**src/kle_pkg.sv**
```systemverilog
// ----------------------------------------------------------------------------
// kle_pkg: shared types and constants of the k-means engine
// Field formats, cell command and status words, scan token and state codes.
// ----------------------------------------------------------------------------
`default_nettype none

package kle_pkg;

	localparam int CLUSTERS   = 8;
	localparam int FEATURES   = 4;
	localparam int COUNT_BITS = 16;

	localparam int CL_W    = $clog2(CLUSTERS);
	localparam int FT_W    = (FEATURES > 1) ? $clog2(FEATURES) : 1;
	localparam int VAL_W   = 16;
	localparam int SUM_W   = VAL_W + COUNT_BITS + 1;
	localparam int DIST_W  = 36;
	localparam int SQE_W   = 2 * VAL_W;
	localparam int ACC_W   = SQE_W + FT_W;
	localparam int ROOT_W  = (ACC_W + 1) / 2;
	localparam int MOVE_W  = 22;
	localparam int PASS_W  = 16;
	localparam int CFG_W   = 36;
	localparam int DIV_CW  = $clog2(SUM_W + 1);
	localparam int ROOT_CW = $clog2(ROOT_W + 1);

	localparam logic [PASS_W-1:0] MAX_PASSES_RST = PASS_W'(100);

	typedef enum logic [1:0] {
		OP_LOAD     = 2'd0,
		OP_TRAIN    = 2'd1,
		OP_PASS     = 2'd2,
		OP_CLASSIFY = 2'd3
	} op_t;

	localparam logic CFG_MAX_PASSES = 1'b0;
	localparam logic CFG_REJECT     = 1'b1;

	typedef struct packed {
		op_t                opcode;
		logic [2:0]         cluster_sel;
		logic [1:0]         feature_sel;
		logic signed [15:0] value;
		logic               point_last;
	} in_word_t;

	typedef struct packed {
		logic        kind;
		logic [2:0]  nearest;
		logic        matched;
		logic [21:0] movement;
		logic [15:0] pass_number;
		logic        finished;
	} out_word_t;

	typedef struct packed {
		logic             index;
		logic [CFG_W-1:0] value;
	} cfg_word_t;

	typedef struct packed {
		logic                           elem;
		logic                           cent_wr;
		logic                           add_pt;
		logic                           clr_pt;
		logic                           clr_acc;
		logic [CL_W-1:0]                cl;
		logic [FT_W-1:0]                ft;
		logic signed [VAL_W-1:0]        val;
		logic [FEATURES-1:0][VAL_W-1:0] pt;
	} cell_cmd_t;

	typedef struct packed {
		logic [FEATURES-1:0][VAL_W-1:0] cent;
		logic [FEATURES-1:0][SUM_W-1:0] sum;
		logic [COUNT_BITS-1:0]          cnt;
	} cell_stat_t;

	typedef struct packed {
		logic              valid;
		logic [DIST_W:0]   dval;
		logic [CL_W-1:0]   idx;
	} scan_t;

	typedef enum logic [3:0] {
		ST_IDLE,
		ST_ELEM,
		ST_SCAN_GO,
		ST_SCAN,
		ST_RESOLVE,
		ST_PASS_CL,
		ST_DIV_GO,
		ST_DIV,
		ST_DIFF,
		ST_ACC,
		ST_ROOT_GO,
		ST_ROOT,
		ST_REPORT
	} st_t;

endpackage

`default_nettype wire

```
**src/kle_div.sv**
```systemverilog
// ----------------------------------------------------------------------------
// kle_div: iterative signed sum by member count divider
// Restoring, one quotient bit per cycle, truncates toward zero.
// ----------------------------------------------------------------------------
`default_nettype none

module kle_div (
	input  wire logic                          clk,
	input  wire logic                          arst_n,
	input  wire logic                          start,
	input  wire logic [kle_pkg::SUM_W-1:0]     dividend,
	input  wire logic [kle_pkg::COUNT_BITS-1:0] divisor,
	output logic                               done,
	output logic [kle_pkg::VAL_W-1:0]          quotient
);

	logic [kle_pkg::SUM_W-1:0]      quo_q;
	logic [kle_pkg::COUNT_BITS-1:0] rem_q;
	logic [kle_pkg::COUNT_BITS-1:0] den_q;
	logic                           neg_q;
	logic                           busy_q;
	logic                           done_q;
	logic [kle_pkg::DIV_CW-1:0]     cnt_q;

	logic [kle_pkg::COUNT_BITS:0] trial;
	logic [kle_pkg::SUM_W-1:0]    mag;
	logic [kle_pkg::SUM_W-1:0]    sgn_quo;

	assign trial   = {rem_q, quo_q[kle_pkg::SUM_W-1]};
	assign mag     = dividend[kle_pkg::SUM_W-1] ? (~dividend + 1'b1) : dividend;
	assign sgn_quo = neg_q ? (~quo_q + 1'b1) : quo_q;

	always_ff @(posedge clk or negedge arst_n) begin
		if (!arst_n) begin
			busy_q <= 1'b0;
			done_q <= 1'b0;
			cnt_q  <= '0;
		end else begin
			done_q <= 1'b0;
			if (start) begin
				busy_q <= 1'b1;
				cnt_q  <= kle_pkg::DIV_CW'(kle_pkg::SUM_W);
			end else if (busy_q) begin
				cnt_q <= cnt_q - 1'b1;
				if (cnt_q == kle_pkg::DIV_CW'(1)) begin
					busy_q <= 1'b0;
					done_q <= 1'b1;
				end
			end
		end
	end

	always_ff @(posedge clk) begin
		if (start) begin
			quo_q <= mag;
			rem_q <= '0;
			den_q <= divisor;
			neg_q <= dividend[kle_pkg::SUM_W-1];
		end else if (busy_q) begin
			if (trial >= {1'b0, den_q}) begin
				rem_q <= kle_pkg::COUNT_BITS'(trial - {1'b0, den_q});
				quo_q <= {quo_q[kle_pkg::SUM_W-2:0], 1'b1};
			end else begin
				rem_q <= trial[kle_pkg::COUNT_BITS-1:0];
				quo_q <= {quo_q[kle_pkg::SUM_W-2:0], 1'b0};
			end
		end
	end

	assign done     = done_q;
	assign quotient = sgn_quo[kle_pkg::VAL_W-1:0];

endmodule

`default_nettype wire

```
**config.mk**
```make
export PLATFORM = sky130hd
export DESIGN_NAME = kle_div
export DESIGN_NICKNAME = d
export VERILOG_FILES = /design/src/kle_pkg.sv /design/src/kle_div.sv
export SDC_FILE = /design/constraint.sdc
export NUM_CORES = 1
export LEC_CHECK = 0
export BUFFER_PORTS_ARGS = -buffer_cell sky130_fd_sc_hd__clkbuf_2
export CORE_MARGIN = 8
export CORE_UTILIZATION = 45
export CTS_CLUSTER_SIZE = 24
export DETAILED_ROUTE_END_ITERATION = 16
export GPL_ROUTABILITY_DRIVEN = 1
export PLACE_DENSITY_LB_ADDON = 0.08
export SETUP_SLACK_MARGIN = 0.05
export SYNTH_ARGS = -nofsm -noshare
export SYNTH_HDL_FRONTEND = slang
export SYNTH_SLANG_ARGS = --single-unit
```
**constraint.sdc**
```tcl
create_clock -name clk -period 3.4 [get_ports clk]
set_clock_uncertainty 0.15 [all_clocks]
set_input_delay 0.17 -clock clk [delete_from_list [all_inputs] [get_ports clk]]
set_output_delay 0.17 -clock clk [all_outputs]
set_load 0.02 [all_outputs]
```
==> flow_metrics.tcl <==
set metrics [dict create \
    pre_cts_slack_ps 691 \
    io_buffer_count 68 \
    num_rows 37 \
    ant_nets 0 \
    fin_nets 664 \
    avgSynthCellArea_um2 9.31 \
    ff2ff_path_depth 9 \
    drtIter0Drc 195 \
    power_frac_comb 0.397 \
    crit_path_top_delay_cell "ha_1" \
    hpwlAfterDp_um 7830 \
    synth-main-ff-cell "edfxtp_1" \
    die_h_um 119 \
    clk_pin_slew_ps 90 \
    cp.arrival_ps 2880 \
    grt_pass1_vias 3849 \
    synth_edf_count 50 \
    r2r-start "den_q[6]" \
    die_area_mm2 0.0142 \
    ys.warnings.count 0 \
    antenna_found_initial 0 \
    num_vias 3895 \
    netlist_instances 514 \
    ios 69 \
    grt_use_total 0.155 \
    grt_pass1_wl_um 18300 \
    drive_above_1_share 0.178 \
    finalCriticalPeriod_ps 2760 \
    post_cts_buffers 0 \
    start_util 0.463 \
    reg2reg_to "rem_q[7]" \
    final_common_cell "clkbuf_2" \
    rsz0062_at_grt "no" \
    finalWirelength_um 10800 \
    synth_fp_nets 587 \
    layout_common_cells "clkbuf_2, nor2_1, edfxtp_1" \
    gp_congestion 0.855 \
    numCtsBuffers 9 \
    cts_tree "done" \
    status "finished clean" \
    core-area_mm2 0.0103 \
    setup_ws_ps 636 \
    finalHoldViolCount 0 \
    worst_pin_slew_ps 691 \
    utilization 0.546 \
    syn2layout_area_growth_pct 17.7 \
    slew_headroom 0.539 \
    via_per_inst 5.32 \
    path_buf_inv 2 \
    ys_seq_area_frac 0.423 \
    async_flop_share 0.108 \
    netSwitchingPower_mw 1.35 \
    dieWidth_um 119 \
    met1_usage 0.209 \
    totalPowerFinal_mw 3.53 \
    diodes 0 \
    fmax_ghz 0.362 \
    cts_hold_buf 17 \
    busiest_layer "met2" \
    cts-resized-gates 0 \
    p_leak_nw 2.31 \
    slowest_delay_ps 410 \
    cp.required_ps 3520 \
    crit_path_max_fanout 12 \
    crit_chain "inv_1 > ha_1 > nand4_1 > a211oi_1 > nor3_1 > o31ai_2 > inv_2 > or3b_1 > a311oi_1" \
    slew_viol_final 0 \
    fin_crit_sh 0.813 \
    hold_class "in -> async" \
    intPower_mw 2.18 \
    critPathCaptureType "flop" \
    grt.overflow.total 0 \
    crit_path_start_kind "flop" \
    max-clock-path-buffers 2 \
    syn-cell-area_mm2 0.00478 \
    p_seq_frac 0.386 \
    yosysUniqueCellTypes 63 \
    cts.sinks 74 \
    path_delay_family "compound AO/OA/AOI/OAI gates" \
    cellPowerDensity_mw_per_mm2 627 \
    place_inst 699 \
    h-tree-depth 3 \
    synth-seq-cells 74 \
    irDropWorstVdd_mv 0.261 \
    drt-wirelength-per-cell_um 14.8 \
    post-route-drc-count 0 \
    first_pass_iters 4 \
    clockPowerShare 0.218 \
    grt_use_met2 0.241 \
    reg2reg_slack_ps 640 \
    drv_cap 0 \
    switching_share 0.382 \
    grt_util_met3 0.0350 \
    stdcell_count 732 \
    setup_viol 0 \
    grt_max_degree 45 \
    path_class "reg -> reg" \
    cts_root_buf "clkbuf_8" \
    insertion_delay_ps 360 \
    setup_tns_ps 0 \
]
==> cells by family after synthesis <==
group           count (synthesis)  synth area share
compound gates                123             0.170
xor+xnor                       59             0.108
fa+ha+maj                      21            0.0565
buf+inv                        50            0.0411
flops                          74             0.423
mux                             3           0.00758
simple gates                  184             0.195
==> power by group through the flow <==
stage	clock network, mW	registers, mW	logic (mW)
final	0.769	1.36	1.40
after global routing	0.823	1.39	1.58
after CTS	0.786	1.36	1.41
after detailed placement	0	1.38	1.38
after global placement	0	1.37	1.37
after floorplan	0	1.33	1.06
==> cell usage after synthesis, types with 3 or more instances <==
master | count | area share
nor4_1 | 3 | 0.0039
edfxtp_1 | 50 | 0.31
clkbuf_1 | 14 | 0.011
a21o_1 | 4 | 0.0063
a211o_1 | 4 | 0.0073
nand2_1 | 49 | 0.038
a211oi_1 | 3 | 0.0047
buf_1 | 5 | 0.0039
inv_1 | 25 | 0.020
dfrtp_1 | 8 | 0.042
ha_1 | 20 | 0.052
o21ai_0 | 18 | 0.019
nand3_1 | 6 | 0.0063
or3_1 | 4 | 0.0052
nor3_1 | 12 | 0.013
a311oi_1 | 10 | 0.018
o41ai_1 | 5 | 0.0092
xnor2_1 | 27 | 0.049
or3_4 | 3 | 0.0071
o31ai_1 | 12 | 0.019
nand4_1 | 4 | 0.0052
nor2b_1 | 4 | 0.0052
dfxtp_1 | 16 | 0.067
buf_2 | 4 | 0.0042
a21oi_1 | 46 | 0.048
nand3b_1 | 4 | 0.0063
o22ai_1 | 3 | 0.0039
xor2_1 | 32 | 0.059
nor3b_1 | 5 | 0.0078
o21ai_1 | 3 | 0.0031
nand2b_1 | 10 | 0.013
nor2_1 | 64 | 0.050
==> metrics by stage <==
stage	instance area [um2]	hold slack, ps
floorplan	4780	-276
global placement	5240	-127
detailed placement	5240	-116
CTS	5630	30.1
global route	5630	76.6
finish	5630	38.4
==> cell type report <==
class	count	area (um2)
fill	961	4690
multi-input combinational	390	2570
sequential	74	2020
timing repair buffer	90	551
tap	136	170
clock buffer	11	163
inverter	26	97.6
clock inverter	5	57.6
==> worst max path at each step <==
stage,start,endpoint,slack (ps),cells after the start
6_report,den_q[6],rem_q[7],640,9
5_1_grt,den_q[6],rem_q[7],470,9
4_1_cts,den_q[6],rem_q[7],660,9
3_5_place_dp,den_q[6],rem_q[7],690,9
3_3_place_gp,den_q[6],rem_q[7],780,9
2_1_floorplan,den_q[6],rem_q[4],950,11
==> registers in the layout, indices dropped and copies added (netlist names) <==
| name | flops |
|---|---|
| den_q | 16 |
| cnt_q | 6 |
| rem_q | 16 |
| busy_q | 1 |
| neg_q | 1 |
| quo_q | 33 |
| done | 1 |
==> metal layers <==
metal | routed length (um) | part of all wire
met2 | 4750 | 0.44
met4 | 140 | 0.013
met5 | 0 | 0
met1 | 5490 | 0.51
met3 | 461 | 0.043
==> worst register-to-register path: stages (launching register included) <==
cell and delay [ps]:
edfxtp_1 340, inv_1 40, ha_1 410, nand4_1 200
a211oi_1 290, nor3_1 150, o31ai_2 250, inv_2 180
or3b_1 420, a311oi_1 260
Power figures use the tool's default switching activity.
