### config.mk
export PLATFORM = sky130hd
export DESIGN_NAME = kle_cell
export DESIGN_NICKNAME = d
export VERILOG_FILES = /design/src/kle_pkg.sv /design/src/kle_cell.sv
export SDC_FILE = /design/constraint.sdc
export NUM_CORES = 2
export LEC_CHECK = 0
export ABC_AREA = 1
export BUFFER_PORTS_ARGS = -buffer_cell sky130_fd_sc_hd__buf_4
export CORE_MARGIN = 3
export CORE_UTILIZATION = 35
export DETAILED_ROUTE_END_ITERATION = 6
export MAX_ROUTING_LAYER = met4
export PLACE_DENSITY = 0.52
export SLEW_MARGIN = 20
export SYNTH_ARGS = -nofsm -noshare
export SYNTH_HDL_FRONTEND = slang
export SYNTH_SLANG_ARGS = --single-unit
### constraint.sdc
create_clock -name clk -period 8.6 [get_ports clk]
set_clock_uncertainty 0.05 [all_clocks]
set_input_delay 0.86 -clock clk [delete_from_list [all_inputs] [get_ports clk]]
set_output_delay 0.86 -clock clk [all_outputs]
set_load 0.01 [all_outputs]
### src/kle_pkg.sv
// ----------------------------------------------------------------------------
// kle_pkg: shared types and constants of the k-means engine
// Field formats, cell command and status words, scan token and state codes.
// ----------------------------------------------------------------------------
`default_nettype none

package kle_pkg;

	localparam int CLUSTERS   = 8;
	localparam int FEATURES   = 4;
	localparam int COUNT_BITS = 16;

	localparam int CL_W    = $clog2(CLUSTERS);
	localparam int FT_W    = (FEATURES > 1) ? $clog2(FEATURES) : 1;
	localparam int VAL_W   = 16;
	localparam int SUM_W   = VAL_W + COUNT_BITS + 1;
	localparam int DIST_W  = 36;
	localparam int SQE_W   = 2 * VAL_W;
	localparam int ACC_W   = SQE_W + FT_W;
	localparam int ROOT_W  = (ACC_W + 1) / 2;
	localparam int MOVE_W  = 22;
	localparam int PASS_W  = 16;
	localparam int CFG_W   = 36;
	localparam int DIV_CW  = $clog2(SUM_W + 1);
	localparam int ROOT_CW = $clog2(ROOT_W + 1);

	localparam logic [PASS_W-1:0] MAX_PASSES_RST = PASS_W'(100);

	typedef enum logic [1:0] {
		OP_LOAD     = 2'd0,
		OP_TRAIN    = 2'd1,
		OP_PASS     = 2'd2,
		OP_CLASSIFY = 2'd3
	} op_t;

	localparam logic CFG_MAX_PASSES = 1'b0;
	localparam logic CFG_REJECT     = 1'b1;

	typedef struct packed {
		op_t                opcode;
		logic [2:0]         cluster_sel;
		logic [1:0]         feature_sel;
		logic signed [15:0] value;
		logic               point_last;
	} in_word_t;

	typedef struct packed {
		logic        kind;
		logic [2:0]  nearest;
		logic        matched;
		logic [21:0] movement;
		logic [15:0] pass_number;
		logic        finished;
	} out_word_t;

	typedef struct packed {
		logic             index;
		logic [CFG_W-1:0] value;
	} cfg_word_t;

	typedef struct packed {
		logic                           elem;
		logic                           cent_wr;
		logic                           add_pt;
		logic                           clr_pt;
		logic                           clr_acc;
		logic [CL_W-1:0]                cl;
		logic [FT_W-1:0]                ft;
		logic signed [VAL_W-1:0]        val;
		logic [FEATURES-1:0][VAL_W-1:0] pt;
	} cell_cmd_t;

	typedef struct packed {
		logic [FEATURES-1:0][VAL_W-1:0] cent;
		logic [FEATURES-1:0][SUM_W-1:0] sum;
		logic [COUNT_BITS-1:0]          cnt;
	} cell_stat_t;

	typedef struct packed {
		logic              valid;
		logic [DIST_W:0]   dval;
		logic [CL_W-1:0]   idx;
	} scan_t;

	typedef enum logic [3:0] {
		ST_IDLE,
		ST_ELEM,
		ST_SCAN_GO,
		ST_SCAN,
		ST_RESOLVE,
		ST_PASS_CL,
		ST_DIV_GO,
		ST_DIV,
		ST_DIFF,
		ST_ACC,
		ST_ROOT_GO,
		ST_ROOT,
		ST_REPORT
	} st_t;

endpackage

`default_nettype wire

### src/kle_cell.sv
// ----------------------------------------------------------------------------
// kle_cell: one cluster of the cell row
// Holds centroid, sums, member count and partial distance of one cluster;
// passes the running nearest-cluster token on to its neighbor.
// ----------------------------------------------------------------------------
`default_nettype none

module kle_cell (
	input  wire logic                  clk,
	input  wire logic                  arst_n,
	input  wire logic [kle_pkg::CL_W-1:0] cl_idx,
	input  wire kle_pkg::cell_cmd_t    cmd,
	input  wire kle_pkg::scan_t        scan_i,
	output kle_pkg::scan_t             scan_o,
	output kle_pkg::cell_stat_t        stat
);

	logic [kle_pkg::FEATURES-1:0][kle_pkg::VAL_W-1:0] cent_q;
	logic [kle_pkg::FEATURES-1:0][kle_pkg::SUM_W-1:0] sum_q;
	logic [kle_pkg::COUNT_BITS-1:0]                   cnt_q;
	logic [kle_pkg::DIST_W-1:0]                       pdist_q;
	logic [kle_pkg::SQE_W-1:0]                        sq_s1;
	logic                                             sq_v_s1;
	kle_pkg::scan_t                                   scan_q;

	logic signed [kle_pkg::VAL_W:0]     diff;
	logic signed [2*kle_pkg::VAL_W+1:0] prod;
	logic [kle_pkg::DIST_W:0]           psum;
	logic                               hit;

	assign diff = $signed({cmd.val[kle_pkg::VAL_W-1], cmd.val})
		- $signed({cent_q[cmd.ft][kle_pkg::VAL_W-1], cent_q[cmd.ft]});
	assign prod = diff * diff;
	assign psum = {1'b0, pdist_q} + (kle_pkg::DIST_W + 1)'(sq_s1);
	assign hit  = (cmd.cl == cl_idx);

	always_ff @(posedge clk or negedge arst_n) begin
		if (!arst_n) begin
			cent_q  <= '0;
			sum_q   <= '0;
			cnt_q   <= '0;
			pdist_q <= '0;
			sq_s1   <= '0;
			sq_v_s1 <= 1'b0;
			scan_q  <= '0;
		end else begin
			sq_v_s1 <= cmd.elem;
			if (cmd.elem) begin
				sq_s1 <= prod[kle_pkg::SQE_W-1:0];
			end
			// distance saturates at all ones
			if (cmd.clr_pt) begin
				pdist_q <= '0;
			end else if (sq_v_s1) begin
				pdist_q <= psum[kle_pkg::DIST_W] ? '1 : psum[kle_pkg::DIST_W-1:0];
			end
			if (cmd.cent_wr && hit) begin
				cent_q[cmd.ft] <= cmd.val;
			end
			if (cmd.clr_acc) begin
				sum_q <= '0;
				cnt_q <= '0;
			end else if (cmd.add_pt && hit && (cnt_q != '1)) begin
				for (int f = 0; f < kle_pkg::FEATURES; f++) begin
					sum_q[f] <= sum_q[f] + kle_pkg::SUM_W'($signed(cmd.pt[f]));
				end
				cnt_q <= cnt_q + 1'b1;
			end
			// strict compare keeps the lower index on a tie
			scan_q.valid <= scan_i.valid;
			if ({1'b0, pdist_q} < scan_i.dval) begin
				scan_q.dval <= {1'b0, pdist_q};
				scan_q.idx  <= cl_idx;
			end else begin
				scan_q.dval <= scan_i.dval;
				scan_q.idx  <= scan_i.idx;
			end
		end
	end

	assign scan_o    = scan_q;
	assign stat.cent = cent_q;
	assign stat.sum  = sum_q;
	assign stat.cnt  = cnt_q;

endmodule

`default_nettype wire

==> key figures <==
Floorplan
  – Die X-Extent: 317 microns
  – Top Ports: 389
  – Starting Density: 35.5%
  – Core Region: 0.0954 sq mm
  – DIE AREA: 0.100 sq mm
  – Die Span Y: 317 microns
  – Row cnt: 113

Synthesis
  – Post-Synth XOR/XNOR Area: 1.91%
  – Top_reg_cell synth: dfrtp_1
  – Adder-cell share of the synthesized area: 26.2%
  – Async set-reset flop share out of synthesis: 100%
  – Post-synth EDFFs: 0
  – Synth Area per Inst: 7.20 sq um
  – Synth Warn #: 0
  – Syn Nets: 5,387
  – Largest family of logic cells by synthesized area: adder cells
  – Post-synthesis cell count: 4,699
  – Synth Register Bits: 321
  – Synthesized area: 0.0338 sq mm
  – Compound-cell area share of the yosys netlist: 13.9%
  – Synth Area in Simple Gates: 24.0%
  – Post-synthesis sequential area ratio: 23.7%
  – Mux cell area share after synthesis: 0%
  – Post-synth cell types: 52

Setup path
  – Critical Path RT: 9.01 ns
  – Reg2reg setup slack: 0.67 ns
  – CP Max Fanout: 14
  – Startpoint types: primary input
  – Top cell by count, worst path: inv_1
  – Setup CP Type: primary input to flip-flop
  – Critical path arrival: 8.53 ns
  – Reg-to-reg startpoint: stat[156]
  – Worst reg2reg path depth: 31
  – CP max stage cell: fa_1
  – Critical path's largest stage delay: 0.58 ns
  – Top Family by Delay on Critical Path: adder cells
  – Crit Reg-Reg Endpoint: sq_s1[18]
  – Crit. End Element: flip-flop
  – WP buf/inv: 10

CTS
  – Clock Path Buffers: 3
  – H-Tree Depth: 2
  – Worst-path clk slew: 0.06 ns
  – CTS tree: yes
  – Clk Tree Root Cell: clkbuf_16
  – Worst-skew pair later-pin latency: 0.62 ns
  – Total CTS buffers: 44
  – CTS Sinks: 321
  – Hold-fix buffers at CTS: 0

Drt
  – DRT Wirelength: 114,000 microns
  – DRT Pass-1 Iters: 5
  – DR iter-0 viols: 1,998
  – Vias post-DR: 31,653
  – DRC: 0
  – Vias per inst: 4.95
  – WL per Instance: 17.9 microns
  – Post-route ant nets: 0

STA
  – Final setup margin: 0.478 ns
  – Final worst-path cycle share: 94.4%
  – Setup TNS: 0 ns
  – Slew HR: 29.3%
  – RSZ-0062 raised after global routing: false
  – Tmin final: 8.12 ns
  – Max-slew violations: 0
  – Tightest Pin Transition: 1.06 ns
  – Final Hold Viols: 0
  – Setup Viol. Count Final: 0
  – Peak Freq: 0.123 GHz

Placement
  – Post-DP HPWL: 93,800 microns
  – DP Worst Slack: -0.228 ns
  – Placed Cells: 6,322
  – # port buffers: 388
  – GPL Wtd Cong: 0.930

Layout
  – Commonest non-fill, non-tap cell in the layout: nand2_1
  – Final #Nets: 5,791
  – Share of post-route cells with drive strength above 1: 10.7%
  – Non-Filler Instances: 6,399
  – Commonest cells after routing, fill and taps aside: nand2_1, inv_1, buf_4, nor2_1, o21ai_0
  – Area delta synth->final: 17.7%
  – Post-layout util: 41.7%

GRT
  – Overall Global Routing Usage: 23.5%
  – Initial antenna violation count: 3
  – Global-route wire length before repair: 180,000 microns
  – Grt total ovfl: 0
  – Vias in the first global route: 31,788
  – Largest net degree at the start of global routing: 137

Hold path
  – Hold crit path type: primary input to async pin

Run
  – Reported max-cap violation count: 0

Status
  – Status: finished clean
layout make-up:
cell class                 count  area, sq um
sequential                   321         8030
timing repair buffer         442         3350
clock buffer                  63         1250
inverter                     810         3050
multi-input combinational   3484        22400
fill                       10119        55600
tap                         1265         1580
clock inverter                12          180
antenna                        2         5.00
registers in the layout, summed over array words and instances (netlist names):
signal   flops
pdist_q     36
stat       196
cnt_q       16
scan_o      41
sq_v_s1      1
sq_s1       31
per-stage QoR:
| stage | hold slack [ns] | cell area, sq um |
|---|---|---|
| global placement | 0.424 | 38400 |
| global route | 0.207 | 39800 |
| detailed placement | 0.432 | 38400 |
| CTS | 0.175 | 39800 |
| finish | 0.166 | 39800 |
| floorplan | 0.396 | 33800 |
synthesized netlist by cell type (17+ instances only):
| master | number | share of area, % |
|---|---|---|
| nand4_1 | 39 | 0.72 |
| fa_1 | 262 | 15 |
| clkbuf_1 | 41 | 0.45 |
| ha_1 | 290 | 11 |
| o21bai_1 | 36 | 0.80 |
| a31oi_1 | 20 | 0.37 |
| a21o_1 | 22 | 0.49 |
| a21boi_0 | 17 | 0.38 |
| inv_1 | 801 | 8.9 |
| nor3_1 | 44 | 0.65 |
| xnor2_1 | 39 | 1.0 |
| nor2_1 | 424 | 4.7 |
| buf_2 | 26 | 0.38 |
| o21ai_0 | 360 | 5.3 |
| nand3_1 | 214 | 3.2 |
| xor2_1 | 31 | 0.80 |
| dfrtp_1 | 321 | 24 |
| nand2_1 | 1247 | 14 |
| a21oi_1 | 294 | 4.3 |
| a22o_1 | 23 | 0.60 |
worst reg2reg max path: cells and delay by family (launching register included):
kind / cells / cell delay, ns
fa+ha+maj: 8 / 3.77
compound gates: 8 / 1.52
simple gates: 6 / 1.00
buf+inv: 8 / 0.70
flops: 1 / 0.44
xor+xnor: 1 / 0.26
cells by family after synthesis:
kind of cell	count (synthesis)
buffers and inverters	894
xor gates and xnor gates	72
AOI/OAI and AO/OA	844
other	1
adders and majority gates	552
DFF	321
and+or+nand+nor	2015
worst max path at each step:
stage | slack [ns] | cells after the start | from | to
after CTS | 0.45 | 33 | cmd[80] | sq_s1[18]
after floorplan | 0.59 | 33 | cmd[81] | sq_s1[30]
after detailed placement | -0.23 | 33 | cmd[80] | sq_s1[18]
after global placement | -0.05 | 34 | cmd[80] | sq_s1[23]
after global routing | 0.004 | 36 | cmd[80] | sq_s1[25]
final | 0.48 | 33 | cmd[80] | sq_s1[18]
routing by layer:
metal | part of all wire (%) | global-route usage, % | wire length, microns | vias to the layer above
li1 | - | - | - | 15825
met1 | 48 | 32.3 | 54700 | 14910
met2 | 44 | 36.0 | 50100 | 773
met3 | 5.8 | 3.84 | 6660 | 145
met4 | 2.6 | 6.13 | 2990 | 0
met5 | 0 | - | 0 | -
what timing repair did:
action                                  4_1_cts  5_1_grt
endpoints found under the setup margin        0       10
setup buffers                                 0        0
gates resized for setup                       0        2
endpoints found under the hold margin         0        0
Power is left out: the tool's default activity adds up to more than one toggle a clock period on the data nets, which glitch-free logic cannot reach.
