===== config.mk =====
export PLATFORM = sky130hd
export DESIGN_NAME = kle_isqrt
export DESIGN_NICKNAME = d
export VERILOG_FILES = /design/src/kle_pkg.sv /design/src/kle_isqrt.sv
export SDC_FILE = /design/constraint.sdc
export NUM_CORES = 1
export LEC_CHECK = 0
export BUFFER_PORTS_ARGS = -buffer_cell sky130_fd_sc_hd__buf_4
export CAP_MARGIN = 5
export CORE_ASPECT_RATIO = 2
export CORE_UTILIZATION = 36
export DETAILED_ROUTE_END_ITERATION = 8
export GPL_TIMING_DRIVEN = 0
export HOLD_SLACK_MARGIN = 0.15
export SYNTH_ARGS = -nofsm -noshare
export SYNTH_HDL_FRONTEND = slang
export SYNTH_SLANG_ARGS = --single-unit

===== constraint.sdc =====
create_clock -name clk -period 2.53 [get_ports clk]
set_input_delay 0.3795 -clock clk [delete_from_list [all_inputs] [get_ports clk]]
set_output_delay 0.3795 -clock clk [all_outputs]
set_load 0.01 [all_outputs]

===== src/kle_pkg.sv =====
// ----------------------------------------------------------------------------
// kle_pkg: shared types and constants of the k-means engine
// Field formats, cell command and status words, scan token and state codes.
// ----------------------------------------------------------------------------
`default_nettype none

package kle_pkg;

	localparam int CLUSTERS   = 8;
	localparam int FEATURES   = 4;
	localparam int COUNT_BITS = 16;

	localparam int CL_W    = $clog2(CLUSTERS);
	localparam int FT_W    = (FEATURES > 1) ? $clog2(FEATURES) : 1;
	localparam int VAL_W   = 16;
	localparam int SUM_W   = VAL_W + COUNT_BITS + 1;
	localparam int DIST_W  = 36;
	localparam int SQE_W   = 2 * VAL_W;
	localparam int ACC_W   = SQE_W + FT_W;
	localparam int ROOT_W  = (ACC_W + 1) / 2;
	localparam int MOVE_W  = 22;
	localparam int PASS_W  = 16;
	localparam int CFG_W   = 36;
	localparam int DIV_CW  = $clog2(SUM_W + 1);
	localparam int ROOT_CW = $clog2(ROOT_W + 1);

	localparam logic [PASS_W-1:0] MAX_PASSES_RST = PASS_W'(100);

	typedef enum logic [1:0] {
		OP_LOAD     = 2'd0,
		OP_TRAIN    = 2'd1,
		OP_PASS     = 2'd2,
		OP_CLASSIFY = 2'd3
	} op_t;

	localparam logic CFG_MAX_PASSES = 1'b0;
	localparam logic CFG_REJECT     = 1'b1;

	typedef struct packed {
		op_t                opcode;
		logic [2:0]         cluster_sel;
		logic [1:0]         feature_sel;
		logic signed [15:0] value;
		logic               point_last;
	} in_word_t;

	typedef struct packed {
		logic        kind;
		logic [2:0]  nearest;
		logic        matched;
		logic [21:0] movement;
		logic [15:0] pass_number;
		logic        finished;
	} out_word_t;

	typedef struct packed {
		logic             index;
		logic [CFG_W-1:0] value;
	} cfg_word_t;

	typedef struct packed {
		logic                           elem;
		logic                           cent_wr;
		logic                           add_pt;
		logic                           clr_pt;
		logic                           clr_acc;
		logic [CL_W-1:0]                cl;
		logic [FT_W-1:0]                ft;
		logic signed [VAL_W-1:0]        val;
		logic [FEATURES-1:0][VAL_W-1:0] pt;
	} cell_cmd_t;

	typedef struct packed {
		logic [FEATURES-1:0][VAL_W-1:0] cent;
		logic [FEATURES-1:0][SUM_W-1:0] sum;
		logic [COUNT_BITS-1:0]          cnt;
	} cell_stat_t;

	typedef struct packed {
		logic              valid;
		logic [DIST_W:0]   dval;
		logic [CL_W-1:0]   idx;
	} scan_t;

	typedef enum logic [3:0] {
		ST_IDLE,
		ST_ELEM,
		ST_SCAN_GO,
		ST_SCAN,
		ST_RESOLVE,
		ST_PASS_CL,
		ST_DIV_GO,
		ST_DIV,
		ST_DIFF,
		ST_ACC,
		ST_ROOT_GO,
		ST_ROOT,
		ST_REPORT
	} st_t;

endpackage

`default_nettype wire


===== src/kle_isqrt.sv =====
// ----------------------------------------------------------------------------
// kle_isqrt: iterative integer square root
// Digit by digit, one root bit per cycle, floor result.
// ----------------------------------------------------------------------------
`default_nettype none

module kle_isqrt (
	input  wire logic                        clk,
	input  wire logic                        arst_n,
	input  wire logic                        start,
	input  wire logic [kle_pkg::ACC_W-1:0]   x,
	output logic                             done,
	output logic [kle_pkg::ROOT_W-1:0]       root
);

	logic [2*kle_pkg::ROOT_W-1:0] xs_q;
	logic [kle_pkg::ROOT_W:0]     rem_q;
	logic [kle_pkg::ROOT_W-1:0]   root_q;
	logic                         busy_q;
	logic                         done_q;
	logic [kle_pkg::ROOT_CW-1:0]  cnt_q;

	logic [kle_pkg::ROOT_W+2:0] r2;
	logic [kle_pkg::ROOT_W+2:0] trial;

	assign r2    = {rem_q, xs_q[2*kle_pkg::ROOT_W-1 -: 2]};
	assign trial = (kle_pkg::ROOT_W + 3)'({root_q, 2'b01});

	always_ff @(posedge clk or negedge arst_n) begin
		if (!arst_n) begin
			busy_q <= 1'b0;
			done_q <= 1'b0;
			cnt_q  <= '0;
		end else begin
			done_q <= 1'b0;
			if (start) begin
				busy_q <= 1'b1;
				cnt_q  <= kle_pkg::ROOT_CW'(kle_pkg::ROOT_W);
			end else if (busy_q) begin
				cnt_q <= cnt_q - 1'b1;
				if (cnt_q == kle_pkg::ROOT_CW'(1)) begin
					busy_q <= 1'b0;
					done_q <= 1'b1;
				end
			end
		end
	end

	always_ff @(posedge clk) begin
		if (start) begin
			xs_q   <= (2*kle_pkg::ROOT_W)'(x);
			rem_q  <= '0;
			root_q <= '0;
		end else if (busy_q) begin
			xs_q <= {xs_q[2*kle_pkg::ROOT_W-3:0], 2'b00};
			if (r2 >= trial) begin
				rem_q  <= (kle_pkg::ROOT_W + 1)'(r2 - trial);
				root_q <= {root_q[kle_pkg::ROOT_W-2:0], 1'b1};
			end else begin
				rem_q  <= r2[kle_pkg::ROOT_W:0];
				root_q <= {root_q[kle_pkg::ROOT_W-2:0], 1'b0};
			end
		end
	end

	assign done = done_q;
	assign root = root_q;

endmodule

`default_nettype wire


==> metrics.log <==
INFO  metric worst_path_dominant_cell_family = compound AO/OA/AOI/OAI gates
INFO  metric setup_viol_count_final = 0
INFO  metric critical_path.n_buffers_inverters = 3
INFO  metric ioPinCount = 55
INFO  metric drtAntennaViolNets = 0
INFO  metric yosys_warnings = 0
INFO  metric chip_width = approximately 78 µm
INFO  metric synth.top_cells.by_count = 43 x nor2_1, 35 x dfxtp_1, 34 x edfxtp_1
INFO  metric setup_cp_type = reg2reg
INFO  metric power_frac_seq = 0.277
INFO  metric combinational_group_share_of_total_power = 0.531
INFO  metric syn_nets = approximately 440
INFO  metric antennaDiodeCount = 0
INFO  metric track_usage = 0.1808
INFO  metric worst_path_max_delay_cell = dfxtp_4
INFO  metric yosys.area.top_type = edfxtp_1
INFO  metric cts.htree.levels = 3
INFO  metric fmax = between 0.4 and 0.5 GHz
INFO  metric route.final.wire_length = 10190 µm
INFO  metric rsz0062_at_grt = no
INFO  metric setup.worst_path.end_class = register
INFO  metric hold_slack = approximately 0.33 ns
INFO  metric core_area = 11290 µm²
INFO  metric hp-class = in2reg
INFO  metric synth_edf_count = 34
INFO  metric clkSlewWorstSetupHoldPaths = approximately 0.060 ns
INFO  metric skew = 0.005878 ns
INFO  metric starting_density = 0.3686
INFO  metric timing.max_cap.violations = 0
INFO  metric root_buffer = clkbuf_16
INFO  metric dp_hpwl = slightly below 8000 µm
INFO  metric synth_seq_cells = 76
INFO  metric place.detailed.instances = just under 600
INFO  metric clock_group_share_of_total_power = 0.193
INFO  metric final_worst_path_period_share = 0.9713
INFO  metric ys_seq_area_frac = 0.4559
INFO  metric crit_chain = inv_1, ha_1, buf_2, and3_1, a221oi_4, o211ai_1, a31oi_2, buf_4, a21oi_1, xor2_1, a21o_1
INFO  metric sw_frac_of_total = 0.3760
INFO  metric clkSinkCount = 76
INFO  metric post_route_cells_drive_above_1_share = 0.3132
INFO  metric cts_tree = built
INFO  metric detailroute.via_count = between 3000 and 4000
INFO  metric number_of_antenna_violations_at_the_first_check_in_global_routing = 0
INFO  metric die-height = ~150 µm
INFO  metric die-area = between 10000 and 15000 µm²
INFO  metric internal-power = a little over 4000 µW
INFO  metric synth_area_leaders = edfxtp_1 25%, dfxtp_1 17%, mux2_2 8.7%
INFO  metric postSynth.topFlopCell = dfxtp_1
INFO  metric grt_pass1_wl = 16550 µm
INFO  metric post_synth_inst_count = between 300 and 400
INFO  metric power-per-cell-area = approximately 1200 nW/µm²
INFO  metric rows = 55
INFO  metric total_leakage_power = 0.002242 µW
INFO  metric critPathRequiredTime = roughly 2.8 ns
INFO  metric critPathMaxFanout = 8
INFO  metric cts_inserted_buffers = 9
INFO  metric post-synth-top-area-fraction = 0.2454
INFO  metric net_switching = roughly 2400 µW
INFO  metric detail_route.first_pass.iterations = 4
INFO  metric area.growth.synth_to_final = 24.93%
INFO  metric maxSlewHeadroom = 0.1603
INFO  metric io_buffers = 54
INFO  metric synth.lib_cells_used.distinct = 56
INFO  metric grt_max_degree = 35
INFO  metric ys_async_sr_fraction = 0.09211
INFO  metric filler_cell_count = roughly 1100
INFO  metric detail_route.drc_violations = 0
INFO  metric avgViaCountPerCell = a little over 5
INFO  metric crit_path_start_kind = register
INFO  metric post_drt_wl_per_cell = 16.85 µm
INFO  metric grt_overflow = 0
INFO  metric design_area = 5197 µm²
INFO  metric detailed_place.area = 4743 µm²
INFO  metric first_iter_violations = around 110
INFO  metric cts-root-to-sink-buffers = 2
INFO  metric num-nets-final = 516
INFO  metric synth.cell_area = between 4000 and 5000 µm²
INFO  metric final_cell_count_no_fill = a little over 600
INFO  metric worst_r2r_path_depth = 11
INFO  metric synth_most_common_cell = nor2_1
INFO  metric tightestPinTransition = roughly 1.3 ns
INFO  metric wp_data_arrival = 2.69 ns
INFO  metric run_status = finished clean
INFO  metric min_path_cells = 2
INFO  metric ir_worst_vdd = 0.5893 mV
INFO  metric first_global_vias = between 3000 and 4000
INFO  metric report.final.hold_viol_count = 0
INFO  metric timing.critical_path.slowest_cell_delay = roughly 0.37 ns
INFO  metric timing.final.crit_period = about 2.5 ns
INFO  metric synth_area_per_cell = roughly 11 µm²
INFO  metric timing_max_transition_violations_final = 0
INFO  metric routability_congestion_estimate_from_global_placement = approximately 0.88
INFO  metric insertion_delay = 0.33 ns
INFO  metric critical_path_depth = 11
==> routing by layer <==
| metal | global-route usage | vias to the layer above | wire, µm |
|---|---|---|---|
| met1 | 0.1737 | 1492 | 3754 |
| met5 | 0 | - | 0 |
| met3 | 0.02730 | 15 | 276 |
| li1 | - | 1522 | - |
| met4 | 0.07848 | 0 | 286 |
| met2 | 0.3641 | 62 | 5876 |
==> repair_timing <==
action	4_1_cts	5_1_grt
hold endpoints to repair	7	0
endpoints found under the setup margin	16	18
setup buffers	2	6
gates resized for setup	4	18
hold buffers	1	0
pin swaps	2	7
==> state kept, by name, summed over array words and instances (netlist names) <==
name    cells
xs_q       34
rem_q      18
cnt_q       5
done        1
root       17
busy_q      1
==> power groups by stage <==
stage	Combinational, µW	Clock, µW	Sequential (µW)
detailed placement	3060	0	1820
finish	3440	1250	1800
CTS	3160	1270	1790
floorplan	2400	0	1750
global route	3740	1310	1830
global placement	3010	0	1810
==> cell type report <==
type,count,area (µm²),area share
tap,142,177.7,0.03418
timing repair buffer,63,475.5,0.09148
sequential,76,1903,0.3662
clock buffer,13,240.2,0.04622
buffer,19,107.6,0.02070
inverter,23,86.33,0.01661
clock inverter,3,38.79,0.007463
multi-input combinational,266,2168,0.4172
==> logic make-up (layout without fill, tap and decap cells) <==
logic type / Yosys count / count (layout) / share of synthesized area
muxes: 57 / 57 / 0.1468
buffers and inverters: 42 / 121 / 0.04662
DFF: 76 / 76 / 0.4559
and+or+nand+nor: 98 / 98 / 0.1191
xor gates and xnor gates: 17 / 17 / 0.03579
adders and majority gates: 21 / 21 / 0.06316
AOI/OAI and AO/OA: 73 / 73 / 0.1326
==> layout by cell type (no fill, tap or decap), types with 7 or more instances in the layout <==
cell,n
xnor2_1,10
mux2_2,32
inv_1,23
a21oi_1,16
clkbuf_16,9
buf_1,7
nand2_1,19
dfxtp_1,32
nand2b_1,7
ha_1,15
a21o_1,11
dfrtp_1,7
clkbuf_1,11
nor2_1,43
buf_4,63
a211oi_1,9
mux2i_1,24
edfxtp_1,34
xor2_1,7
==> final timing paths <==
| path | start | end | slack, ns |
|---|---|---|---|
| worst max register to register | root[7]$_SDFFE_PP0P_ | rem_q[15]$_SDFFE_PP0P_ | 0.07 |
| max in group asynchronous | arst_n | busy_q$_DFF_PN0_ | 2.00 |
| worst min-delay path | x[0] | xs_q[0]$_SDFFCE_PN0P_ | 0.33 |
| min in group asynchronous | arst_n | done$_DFF_PN0_ | 0.40 |
| worst min register to register | rem_q[6]$_SDFFE_PP0P_ | rem_q[6]$_SDFFE_PP0P_ | 0.51 |
| worst max-delay path | root[7]$_SDFFE_PP0P_ | rem_q[15]$_SDFFE_PP0P_ | 0.07 |
==> per-stage QoR <==
stage	util	setup TNS, ns	setup slack [ns]	power [µW]
detailed placement	0.4203	-4.745	-0.1330	4872
global route	0.4605	0	0.001889	6883
finish	0.4605	0	0.07271	6491
floorplan	-	0	0.2154	4157
CTS	0.4491	0	0.002543	6224
global placement	0.4203	-2.349	-0.08896	4822
Power figures use the tool's default switching activity.
